==> src/rtl/vfvc_pkg.sv <==
package vfvc_pkg;

   // Default chunk geometry: 32 voxels along an edge, 8-bit voxel types.
   localparam int COORD_BITS_DEF = 5;
   localparam int VOXEL_BITS_DEF = 8;

   // Request kinds carried on the request tuser bit.
   localparam logic MODE_WRITE = 1'b0;
   localparam logic MODE_QUERY = 1'b1;

   // Read sequence of one query. The neighbor codes follow each other so that
   // the sequencer can step through them with an increment.
   typedef logic [2:0] step_type;

   localparam step_type STEP_CENTRE = 3'd0;
   localparam step_type STEP_XP     = 3'd1;
   localparam step_type STEP_XN     = 3'd2;
   localparam step_type STEP_YP     = 3'd3;
   localparam step_type STEP_YN     = 3'd4;
   localparam step_type STEP_ZP     = 3'd5;
   localparam step_type STEP_ZN     = 3'd6;

endpackage

==> src/rtl/vfvc_ctrl.sv <==
module vfvc_ctrl #(
   parameter int COORD_BITS = vfvc_pkg::COORD_BITS_DEF,
   parameter int VOXEL_BITS = vfvc_pkg::VOXEL_BITS_DEF
) (
   input  logic                    clock,
   input  logic                    reset,
   // Decoded request.
   input  logic                    req_valid,
   output logic                    req_ready,
   input  logic                    req_mode,
   input  logic [COORD_BITS-1:0]   req_x,
   input  logic [COORD_BITS-1:0]   req_y,
   input  logic [COORD_BITS-1:0]   req_z,
   input  logic [VOXEL_BITS-1:0]   req_value,
   // Voxel memory port.
   output logic                    mem_wr_en,
   output logic                    mem_rd_en,
   output logic [3*COORD_BITS-1:0] mem_addr,
   output logic [VOXEL_BITS-1:0]   mem_wr_data,
   input  logic [VOXEL_BITS-1:0]   mem_rd_data,
   // Query result toward the output register.
   output logic                    res_valid,
   input  logic                    res_ready,
   output logic                    res_visible,
   output logic [VOXEL_BITS-1:0]   res_centre,
   output logic [COORD_BITS-1:0]   res_x,
   output logic [COORD_BITS-1:0]   res_y,
   output logic [COORD_BITS-1:0]   res_z
);

   import vfvc_pkg::*;

   localparam logic [1:0] ST_IDLE   = 2'd0;
   localparam logic [1:0] ST_SCAN   = 2'd1;
   localparam logic [1:0] ST_FINISH = 2'd2;
   localparam logic [1:0] ST_HOLD   = 2'd3;

   localparam logic [COORD_BITS-1:0] COORD_MAX = '1;

   logic [1:0]            state_ff, state_in;
   step_type              step_ff, step_in;
   logic [COORD_BITS-1:0] x_ff, x_in, y_ff, y_in, z_ff, z_in;
   logic [VOXEL_BITS-1:0] centre_ff, centre_in;
   logic                  open_ff, open_in;
   logic                  rd_pend_ff, rd_pend_in;
   step_type              rd_step_ff, rd_step_in;

   logic                  accept;
   logic                  in_chunk;
   logic [COORD_BITS-1:0] nx, ny, nz;

   assign req_ready = (state_ff == ST_IDLE);
   assign accept    = req_valid && req_ready;

   // Neighbor coordinate of the current step; a step past a face is outside.
   always_comb begin
      nx       = x_ff;
      ny       = y_ff;
      nz       = z_ff;
      in_chunk = 1'b1;
      case (step_ff)
         STEP_XP: begin
            if (x_ff == COORD_MAX) in_chunk = 1'b0;
            else nx = x_ff + 1'b1;
         end
         STEP_XN: begin
            if (x_ff == '0) in_chunk = 1'b0;
            else nx = x_ff - 1'b1;
         end
         STEP_YP: begin
            if (y_ff == COORD_MAX) in_chunk = 1'b0;
            else ny = y_ff + 1'b1;
         end
         STEP_YN: begin
            if (y_ff == '0) in_chunk = 1'b0;
            else ny = y_ff - 1'b1;
         end
         STEP_ZP: begin
            if (z_ff == COORD_MAX) in_chunk = 1'b0;
            else nz = z_ff + 1'b1;
         end
         STEP_ZN: begin
            if (z_ff == '0) in_chunk = 1'b0;
            else nz = z_ff - 1'b1;
         end
         default: begin
            in_chunk = 1'b1;
         end
      endcase
   end

   // The centre read goes out in the accept cycle straight from the request.
   always_comb begin
      mem_wr_data = req_value;
      if (state_ff == ST_IDLE) begin
         mem_addr  = {req_z, req_y, req_x};
         mem_wr_en = accept && (req_mode == MODE_WRITE);
         mem_rd_en = accept && (req_mode == MODE_QUERY);
      end else begin
         mem_addr  = {nz, ny, nx};
         mem_wr_en = 1'b0;
         mem_rd_en = (state_ff == ST_SCAN) && in_chunk;
      end
   end

   assign rd_pend_in = mem_rd_en;
   assign rd_step_in = (state_ff == ST_IDLE) ? STEP_CENTRE : step_ff;

   always_comb begin
      state_in  = state_ff;
      step_in   = step_ff;
      x_in      = x_ff;
      y_in      = y_ff;
      z_in      = z_ff;
      centre_in = centre_ff;
      open_in   = open_ff;

      // Fold in the read that was issued last cycle.
      if (rd_pend_ff) begin
         if (rd_step_ff == STEP_CENTRE) centre_in = mem_rd_data;
         else if (mem_rd_data == '0) open_in = 1'b1;
      end

      case (state_ff)
         ST_IDLE: begin
            if (accept && (req_mode == MODE_QUERY)) begin
               x_in     = req_x;
               y_in     = req_y;
               z_in     = req_z;
               open_in  = 1'b0;
               step_in  = STEP_XP;
               state_in = ST_SCAN;
            end
         end
         ST_SCAN: begin
            if (!in_chunk) open_in = 1'b1;
            if (step_ff == STEP_ZN) state_in = ST_FINISH;
            else step_in = step_ff + 3'd1;
         end
         ST_FINISH, ST_HOLD: begin
            if (res_ready) state_in = ST_IDLE;
            else state_in = ST_HOLD;
         end
         default: begin
            state_in = ST_IDLE;
         end
      endcase
   end

   assign res_valid   = (state_ff == ST_FINISH) || (state_ff == ST_HOLD);
   assign res_visible = (centre_in != '0) && open_in;
   assign res_centre  = centre_in;
   assign res_x       = x_ff;
   assign res_y       = y_ff;
   assign res_z       = z_ff;

   always_ff @(posedge clock) begin
      if (reset) begin
         state_ff   <= ST_IDLE;
         rd_pend_ff <= 1'b0;
      end else begin
         state_ff   <= state_in;
         rd_pend_ff <= rd_pend_in;
      end
   end

   always_ff @(posedge clock) begin
      step_ff    <= step_in;
      rd_step_ff <= rd_step_in;
      x_ff       <= x_in;
      y_ff       <= y_in;
      z_ff       <= z_in;
      centre_ff  <= centre_in;
      open_ff    <= open_in;
   end

endmodule

==> config.mk <==
export PLATFORM = sky130hd
export DESIGN_NAME = vfvc_ctrl
export DESIGN_NICKNAME = d
export VERILOG_FILES = /design/src/rtl/vfvc_pkg.sv /design/src/rtl/vfvc_ctrl.sv
export SDC_FILE = /design/constraint.sdc
export NUM_CORES = 1
export LEC_CHECK = 0
export BUFFER_PORTS_ARGS = -buffer_cell sky130_fd_sc_hd__clkbuf_2
export CORE_MARGIN = 10
export CORE_UTILIZATION = 40
export DETAILED_ROUTE_END_ITERATION = 10
export GPL_ROUTABILITY_DRIVEN = 1
export PLACE_DENSITY = 0.76
export SLEW_MARGIN = 15
export SYNTH_ARGS = -nofsm -noshare
export SYNTH_HDL_FRONTEND = slang
export SYNTH_SLANG_ARGS = --single-unit
==> constraint.sdc <==
create_clock -name clock -period 5.05 [get_ports clock]
set_input_delay 1.515 -clock clock [delete_from_list [all_inputs] [get_ports clock]]
set_output_delay 1.515 -clock clock [all_outputs]
set_load 0.02 [all_outputs]
==> metrics.md, run 1 <==
| Metric | Value |
|---|---|
| Final TNS setup | `0 ns` |
| Die width | `approximately 96 um` |
| DR iter-0 viols | `about 170` |
| Syn_nets | `301` |
| I/O Pins | `87` |
| Root Buffer | `clkbuf_8` |
| Period utilization | `90.6%` |
| Hold Path Class | `reg2reg` |
| CP endpoint kind | `output port` |
| Vias in the first global route | `roughly 2100` |
| Fillers | `about 550` |
| Initial core utilization | `between 40% and 50%` |
| Pwr dens | `~300 mW/mm^2` |
| Cell Area, Synth | `0.00233 mm^2` |
| Post-synth top cells | `20 x nand2_1, 18 x edfxtp_1, 16 x o21ai_0` |
| Overflow left after global routing | `0` |
| DR vias/cell | `5.57` |
| Share of cells above drive strength 1 | `between 30% and 40%` |
| Relative slew slack | `a little under a third` |
| First-pass GRT wire length | `9970 um` |
| CTS tree | `done` |
| Largest area contributor in the netlist | `edfxtp_1` |
| Drt drc | `0` |
| Required @ worst endpoint | `3.54 ns` |
| Vias | `2123` |
| Peak Freq | `around 0.22 GHz` |
| Chip Height | `96.4 um` |
| Initial antenna violation count | `0` |
| Total of warnings raised by yosys | `0` |
| Top cell type's share of synthesized area | `between 20% and 30%` |
| Pleak | `approximately 1.2 nW` |
| Hold Fails Final Rpt | `0` |
| Post-DP HPWL | `4710 um` |
| CTS Sinks | `33` |
| Port Buf Inserts | `70` |
| Final Util | `around half` |
| Synth-to-layout area growth | `17.6%` |
| Largest net degree at the start of global routing | `24` |
| Post-synth ARST share | `0%` |
| Post-Layout Cell Count | `381` |
| CP Max Fanout | `2` |
| H-tree depth | `2` |
| Inst Count DP | `between 300 and 400` |
| Cell count after synthesis | `~250` |
| Crit path arrival time | `between 3 and 4 ns` |
| Sequential area share after synthesis | `a little over a third` |
| Final setup viols | `0` |
| Status | `finished, final reports clean` |
| Yosys reg bits | `33` |
| Tot GR Track Use | `around an eighth` |
| Ant. Diodes | `0` |
| CTS resizes | `0` |
| Clock slew at reported path FFs | `roughly 0.070 ns` |
| EDFF count, synth | `18` |
| Post-CTS Repair Setup Buffers | `0` |
| Clock latency on the worst-skew pair | `0.29 ns` |
| Final ANT Viol Nets | `0` |
| DR WL/cell | `roughly 16 um` |
| Peak VDD IR | `about 220 uV` |
| Max cap viols | `0` |
| Core area | `0.00557 mm^2` |
| CTS Buf Count | `5` |
| 1st-pass router iterations | `4` |
| Synthesized area per cell | `a little over 9 um^2` |
| RSZ-0062 raised after global routing | `false` |
| Measured slew at the worst slew-check pin | `1.04 ns` |
| Site Rows | `27` |
| Nets | `between 300 and 400` |
| Fin Clk Skew | `just over 0.009 ns` |
| WS Path Type | `in2out` |
| Hold_buf cts | `0` |
| Most common cell in the netlist | `nand2_1` |
| Longest Clk Path Bufs | `2` |
| Full die area | `0.00929 mm^2` |
| Final min period | `~4.6 ns` |
| Post-Route WL | `roughly 6000 um` |
| Synth area leaders | `edfxtp_1 23%, dfxtp_1 13%, ha_1 5.9%` |
| Distinct cell type count after synthesis | `between 60 and 70` |
| Most used DFF post-synth | `edfxtp_1` |
| Gp weighted congestion | `0.844` |
| CP startpoint kind | `input port` |
| Max-slew violations | `0` |
worst max-delay path, stage by stage:
cell	delay, ns
clkbuf_2	0.09
or4_2	0.67
nor3_1	0.18
o21ai_0	0.15
a221oi_2	0.24
clkbuf_2	0.21
layout by cell type, fill, tap and decap left out, types with 3 or more instances in the layout:
cell type / synthesis / layout
nor2_1: 15 / 15
clkbuf_2: 0 / 70
inv_1: 13 / 13
mux2i_1: 3 / 3
clkbuf_8: 1 / 5
dfxtp_1: 15 / 15
mux2_2: 9 / 9
ha_1: 11 / 11
nand2b_1: 3 / 3
nand3_1: 5 / 5
nand2_1: 20 / 20
and3_1: 3 / 3
nor2b_1: 5 / 5
o31ai_1: 5 / 5
a31oi_1: 11 / 11
a41oi_1: 3 / 3
a21oi_1: 13 / 13
nor4b_1: 3 / 3
edfxtp_1: 18 / 18
nor3_1: 9 / 9
o21ai_0: 16 / 16
or4_2: 3 / 3
logic make-up (layout without fill, tap and decap cells):
kind of cell | after synthesis | after routing | share of synthesized area, %
AO/OA/AOI/OAI | 69 | 69 | 20.6
flip-flops | 33 | 33 | 36.0
AND/OR/NAND/NOR | 89 | 89 | 22.4
XOR/XNOR | 2 | 2 | 0.751
adder cells (fa/ha/maj) | 11 | 11 | 5.90
multiplexers | 12 | 12 | 5.63
buffers and inverters | 38 | 93 | 8.69
stage by stage:
step / hold WS (ns) / cell area, um^2 / setup slack, ns / power, W
floorplan: 0.482 / 2330 / 0.634 / 0.000542
global placement: 0.479 / 2640 / 0.522 / 0.000613
detailed placement: 0.487 / 2640 / 0.454 / 0.000618
CTS: 0.505 / 2740 / 0.449 / 0.000856
global route: 0.517 / 2740 / 0.380 / 0.000894
finish: 0.502 / 2740 / 0.476 / 0.000845
layer usage:
metal,wire (um),share of wire [%],track usage [%],vias up
met1,2610,43,16.6,982
met4,38,0.62,2.30,0
met5,0,0,0,-
li1,-,-,-,1055
met3,617,10,4.24,7
met2,2850,47,21.8,79
registers in the layout, summed over array words and instances, names as in the netlist:
| signal | flops |
|---|---|
| res_z | 5 |
| centre_ff | 8 |
| open_ff | 1 |
| res_y | 5 |
| state_ff | 2 |
| rd_step_ff | 3 |
| step_ff | 3 |
| rd_pend_ff | 1 |
| res_x | 5 |
final timing paths:
kind | slack (ns) | startpoint | end | cells past startpoint
setup / recovery | 0.48 | mem_rd_data[6] | res_visible | 6
hold / removal | 0.50 | centre_ff[7] | centre_ff[7] | 1
setup reg to reg | 2.36 | state_ff[1] | res_x[0] | 4
hold reg to reg | 0.50 | centre_ff[7] | centre_ff[7] | 1
power breakdown:
| group | switching (W) | internal [W] |
|---|---|---|
| clock network | 0.000108 | 0.000128 |
| logic | 0.000159 | 0.000100 |
| registers | 0.0000268 | 0.000322 |
| total | 0.000294 | 0.000551 |
area by class of cell:
type | instances | area [um^2] | area share [%]
Inverter | 13 | 48.8 | 1.78
Clock inverter | 2 | 15.0 | 0.547
Timing Repair Buffer | 72 | 365 | 13.3
Multi-Input combinational cell | 183 | 1290 | 47.0
Clock buffer | 6 | 93.8 | 3.42
Sequential cell | 33 | 841 | 30.6
Tap cell | 72 | 90.1 | 3.28
Power figures use the tool's default switching activity.
==> inputs of run 2 (changes only) <==
--- a/config.mk
+++ b/config.mk
@@ -6,6 +6,7 @@
 export NUM_CORES = 1
 export LEC_CHECK = 0
 export BUFFER_PORTS_ARGS = -buffer_cell sky130_fd_sc_hd__clkbuf_2
+export CORE_ASPECT_RATIO = 0.5
 export CORE_MARGIN = 10
 export CORE_UTILIZATION = 40
 export DETAILED_ROUTE_END_ITERATION = 10
==> metrics.md, run 2 (same netlist as run 1, synthesis figures left out) <==
| Metric | Value |
|---|---|
| Longest Clk Path Bufs | `2 (unchanged)` |
| RSZ-0062 raised after global routing | `false (unchanged)` |
| Net Sw Power | `0.000303 W (was 0.000294 W)` |
| Synth-to-layout area growth | `20.1% (was 17.6%)` |
| Gp weighted congestion | `0.934 (was 0.844)` |
| CP Max Fanout | `2 (unchanged)` |
| Nets | `356 (was 355)` |
| CP endpoint kind | `output port (unchanged)` |
| DR vias/cell | `5.77 (was 5.57)` |
| Clock slew at reported path FFs | `0.05 ns (was 0.07 ns)` |
| Crit path arrival time | `3.12 ns (was 3.06 ns)` |
| RR Startpoint | `state_ff[1] (unchanged)` |
| CP Depth | `6 (unchanged)` |
| Overflow left after global routing | `0 (unchanged)` |
| Initial core utilization | `41.9% (about the same)` |
| Die width | `128 um (was 96.4 um)` |
| CTS Sinks | `33 (unchanged)` |
| First-pass GRT wire length | `10600 um (was 9970 um)` |
| Delay-heaviest family, CP | `simple AND/OR/NAND/NOR gates (unchanged)` |
| Post-CTS Repair Setup Buffers | `0 (unchanged)` |
| R2R Setup Slk | `2.72 ns (was 2.36 ns)` |
| Final TNS setup | `0 ns (unchanged)` |
| Cell Int Power | `0.000636 W (was 0.000551 W)` |
| Root Buffer | `clkbuf_16 (was clkbuf_8)` |
| CP startpoint kind | `input port (unchanged)` |
| Relative slew slack | `30.8% (was 30.4%)` |
| Cells along the critical path | `clkbuf_2 > or4_2 > nor3_1 > o21ai_0 > a221oi_2 > clkbuf_2 (unchanged)` |
| Core area | `0.00556 mm^2 (was 0.00557 mm^2)` |
| Max cap viols | `0 (unchanged)` |
| Hold_buf cts | `0 (unchanged)` |
| Fillers | `513 (was 548)` |
| 1st-pass router iterations | `5 (was 4)` |
| Worst Setup EP | `res_visible (unchanged)` |
| Largest stage delay, worst path | `0.69 ns (was 0.67 ns)` |
| Pwr dens | `335 mW/mm^2 (was 308 mW/mm^2)` |
| Site Rows | `19 (was 27)` |
| Measured slew at the worst slew-check pin | `1.04 ns (about the same)` |
| Max reg flops | `8 (unchanged)` |
| Fin Clk Skew | `0.00177 ns (was 0.00929 ns)` |
| Ant. Diodes | `0 (unchanged)` |
| Max-slew violations | `0 (unchanged)` |
| Hold Path Class | `reg2reg (unchanged)` |
| H-tree depth | `2 (unchanged)` |
| Tot GR Track Use | `13.4% (was 13.2%)` |
| Final min period | `4.63 ns (was 4.57 ns)` |
| Register bank with the most flops | `centre_ff (unchanged)` |
| Largest net degree at the start of global routing | `27 (was 24)` |
| Status | `finished, final reports clean (unchanged)` |
| DR WL/cell | `17.3 um (was 16.1 um)` |
| Post-Route WL | `6640 um (was 6120 um)` |
| Clock latency on the worst-skew pair | `0.27 ns (was 0.29 ns)` |
| Final setup viols | `0 (unchanged)` |
| Vias in the first global route | `2167 (was 2102)` |
| Peak Freq | `0.216 GHz (was 0.219 GHz)` |
| Post-DP HPWL | `4960 um (was 4710 um)` |
| Slowest cell on the critical path | `or4_2 (unchanged)` |
| Sequential power share | `36.9% (was 41.3%)` |
| WS Path Type | `in2out (unchanged)` |
| CTS Buf Count | `5 (unchanged)` |
| Commonest cells after routing, fill and taps aside | `70 x clkbuf_2, 20 x nand2_1, 18 x edfxtp_1, 16 x o21ai_0 (unchanged)` |
| Final ANT Viol Nets | `0 (unchanged)` |
| Full die area | `0.00947 mm^2 (was 0.00929 mm^2)` |
| Buffers & Inverters on Critical Path | `2 (unchanged)` |
| Clk pwr share | `34.4% (was 27.9%)` |
| Vias | `2209 (was 2123)` |
| Drt drc | `0 (unchanged)` |
| CTS tree | `done (unchanged)` |
| Crit-path most repeated cell | `clkbuf_2 (unchanged)` |
| Final Util | `50.4% (was 49.2%)` |
| Required @ worst endpoint | `3.54 ns (about the same)` |
| Port Buf Inserts | `70 (unchanged)` |
| Crit path launch | `mem_rd_data[6] (unchanged)` |
| Share of cells above drive strength 1 | `35.2% (was 35.3%)` |
| Most common cell after layout, fill and taps aside | `clkbuf_2 (unchanged)` |
| Hold Fails Final Rpt | `0 (unchanged)` |
| Pleak | `1.22 nW (was 1.20 nW)` |
| I/O Pins | `87 (unchanged)` |
| Combinational group share of total power | `28.7% (was 30.7%)` |
| Worst-case reg-to-reg path depth | `4 (unchanged)` |
| Chip Height | `74.0 um (was 96.4 um)` |
| Switch share | `32.3% (was 34.8%)` |
| Worst r2r dst | `res_z[2] (was res_x[0])` |
| Initial antenna violation count | `0 (unchanged)` |
| DR iter-0 viols | `291 (was 174)` |
| Period utilization | `91.7% (was 90.6%)` |
| CTS resizes | `0 (unchanged)` |
| Peak VDD IR | `226 uV (was 218 uV)` |
==> run 2: cell types whose count changed in the layout (fill, tap and decap cells not counted) <==
| cell | change |
|---|---|
| inv_4 | -1 |
| clkbuf_16 | +5 |
| clkinv_4 | -1 |
| buf_4 | +1 |
| clkinv_2 | +1 |
| clkbuf_8 | -5 |
| clkbuf_1 | +1 |
==> run 2: layout make-up <==
type,instances,area [um^2],area share [%]
clock buffer,7,154,5.49
multi-input combinational,183,1290,46.0
sequential,33,841,30.0
inverter,13,48.8,1.74
tap,73,91.3,3.26
timing repair buffer,73,373,13.3
clock inverter,1,5.00,0.179
==> run 2: worst min-delay path by stage <==
stage | start | slack, ns | to | depth (start not counted)
6_report | centre_ff[1] | 0.50 | centre_ff[1] | 1
3_3_place_gp | centre_ff[3] | 0.48 | centre_ff[3] | 1
3_5_place_dp | centre_ff[1] | 0.49 | centre_ff[1] | 1
5_1_grt | centre_ff[1] | 0.52 | centre_ff[1] | 1
4_1_cts | centre_ff[1] | 0.50 | centre_ff[1] | 1
2_1_floorplan | open_ff | 0.48 | open_ff | 2
==> run 2: per-layer routing <==
layer | global-route usage [%] | vias up | wire (um)
met4 | 4.09 | 0 | 59
li1 | - | 1062 | -
met5 | 0 | - | 0
met3 | 3.26 | 10 | 451
met1 | 17.2 | 1038 | 3040
met2 | 22.2 | 99 | 3100
==> run 2: power by group through the flow <==
stage	sequential [W]	combinational [W]	clock [W]
4_1_cts	0.000347	0.000271	0.000329
5_1_grt	0.000352	0.000293	0.000342
3_3_place_gp	0.000351	0.000264	0
3_5_place_dp	0.000353	0.000269	0
2_1_floorplan	0.000349	0.000193	0
6_report	0.000347	0.000270	0.000323
==> run 2: through the flow <==
step | setup slack, ns | power (W) | hold WS, ns | cell area, um^2 | instances
final | 0.417 | 0.000939 | 0.498 | 2800 | 383
after global routing | 0.218 | 0.000987 | 0.521 | 2800 | 383
after CTS | 0.384 | 0.000947 | 0.503 | 2800 | 383
after detailed placement | 0.388 | 0.000622 | 0.490 | 2640 | 375
after global placement | 0.519 | 0.000614 | 0.484 | 2640 | 375
after floorplan | 0.634 | 0.000542 | 0.482 | 2330 | 254
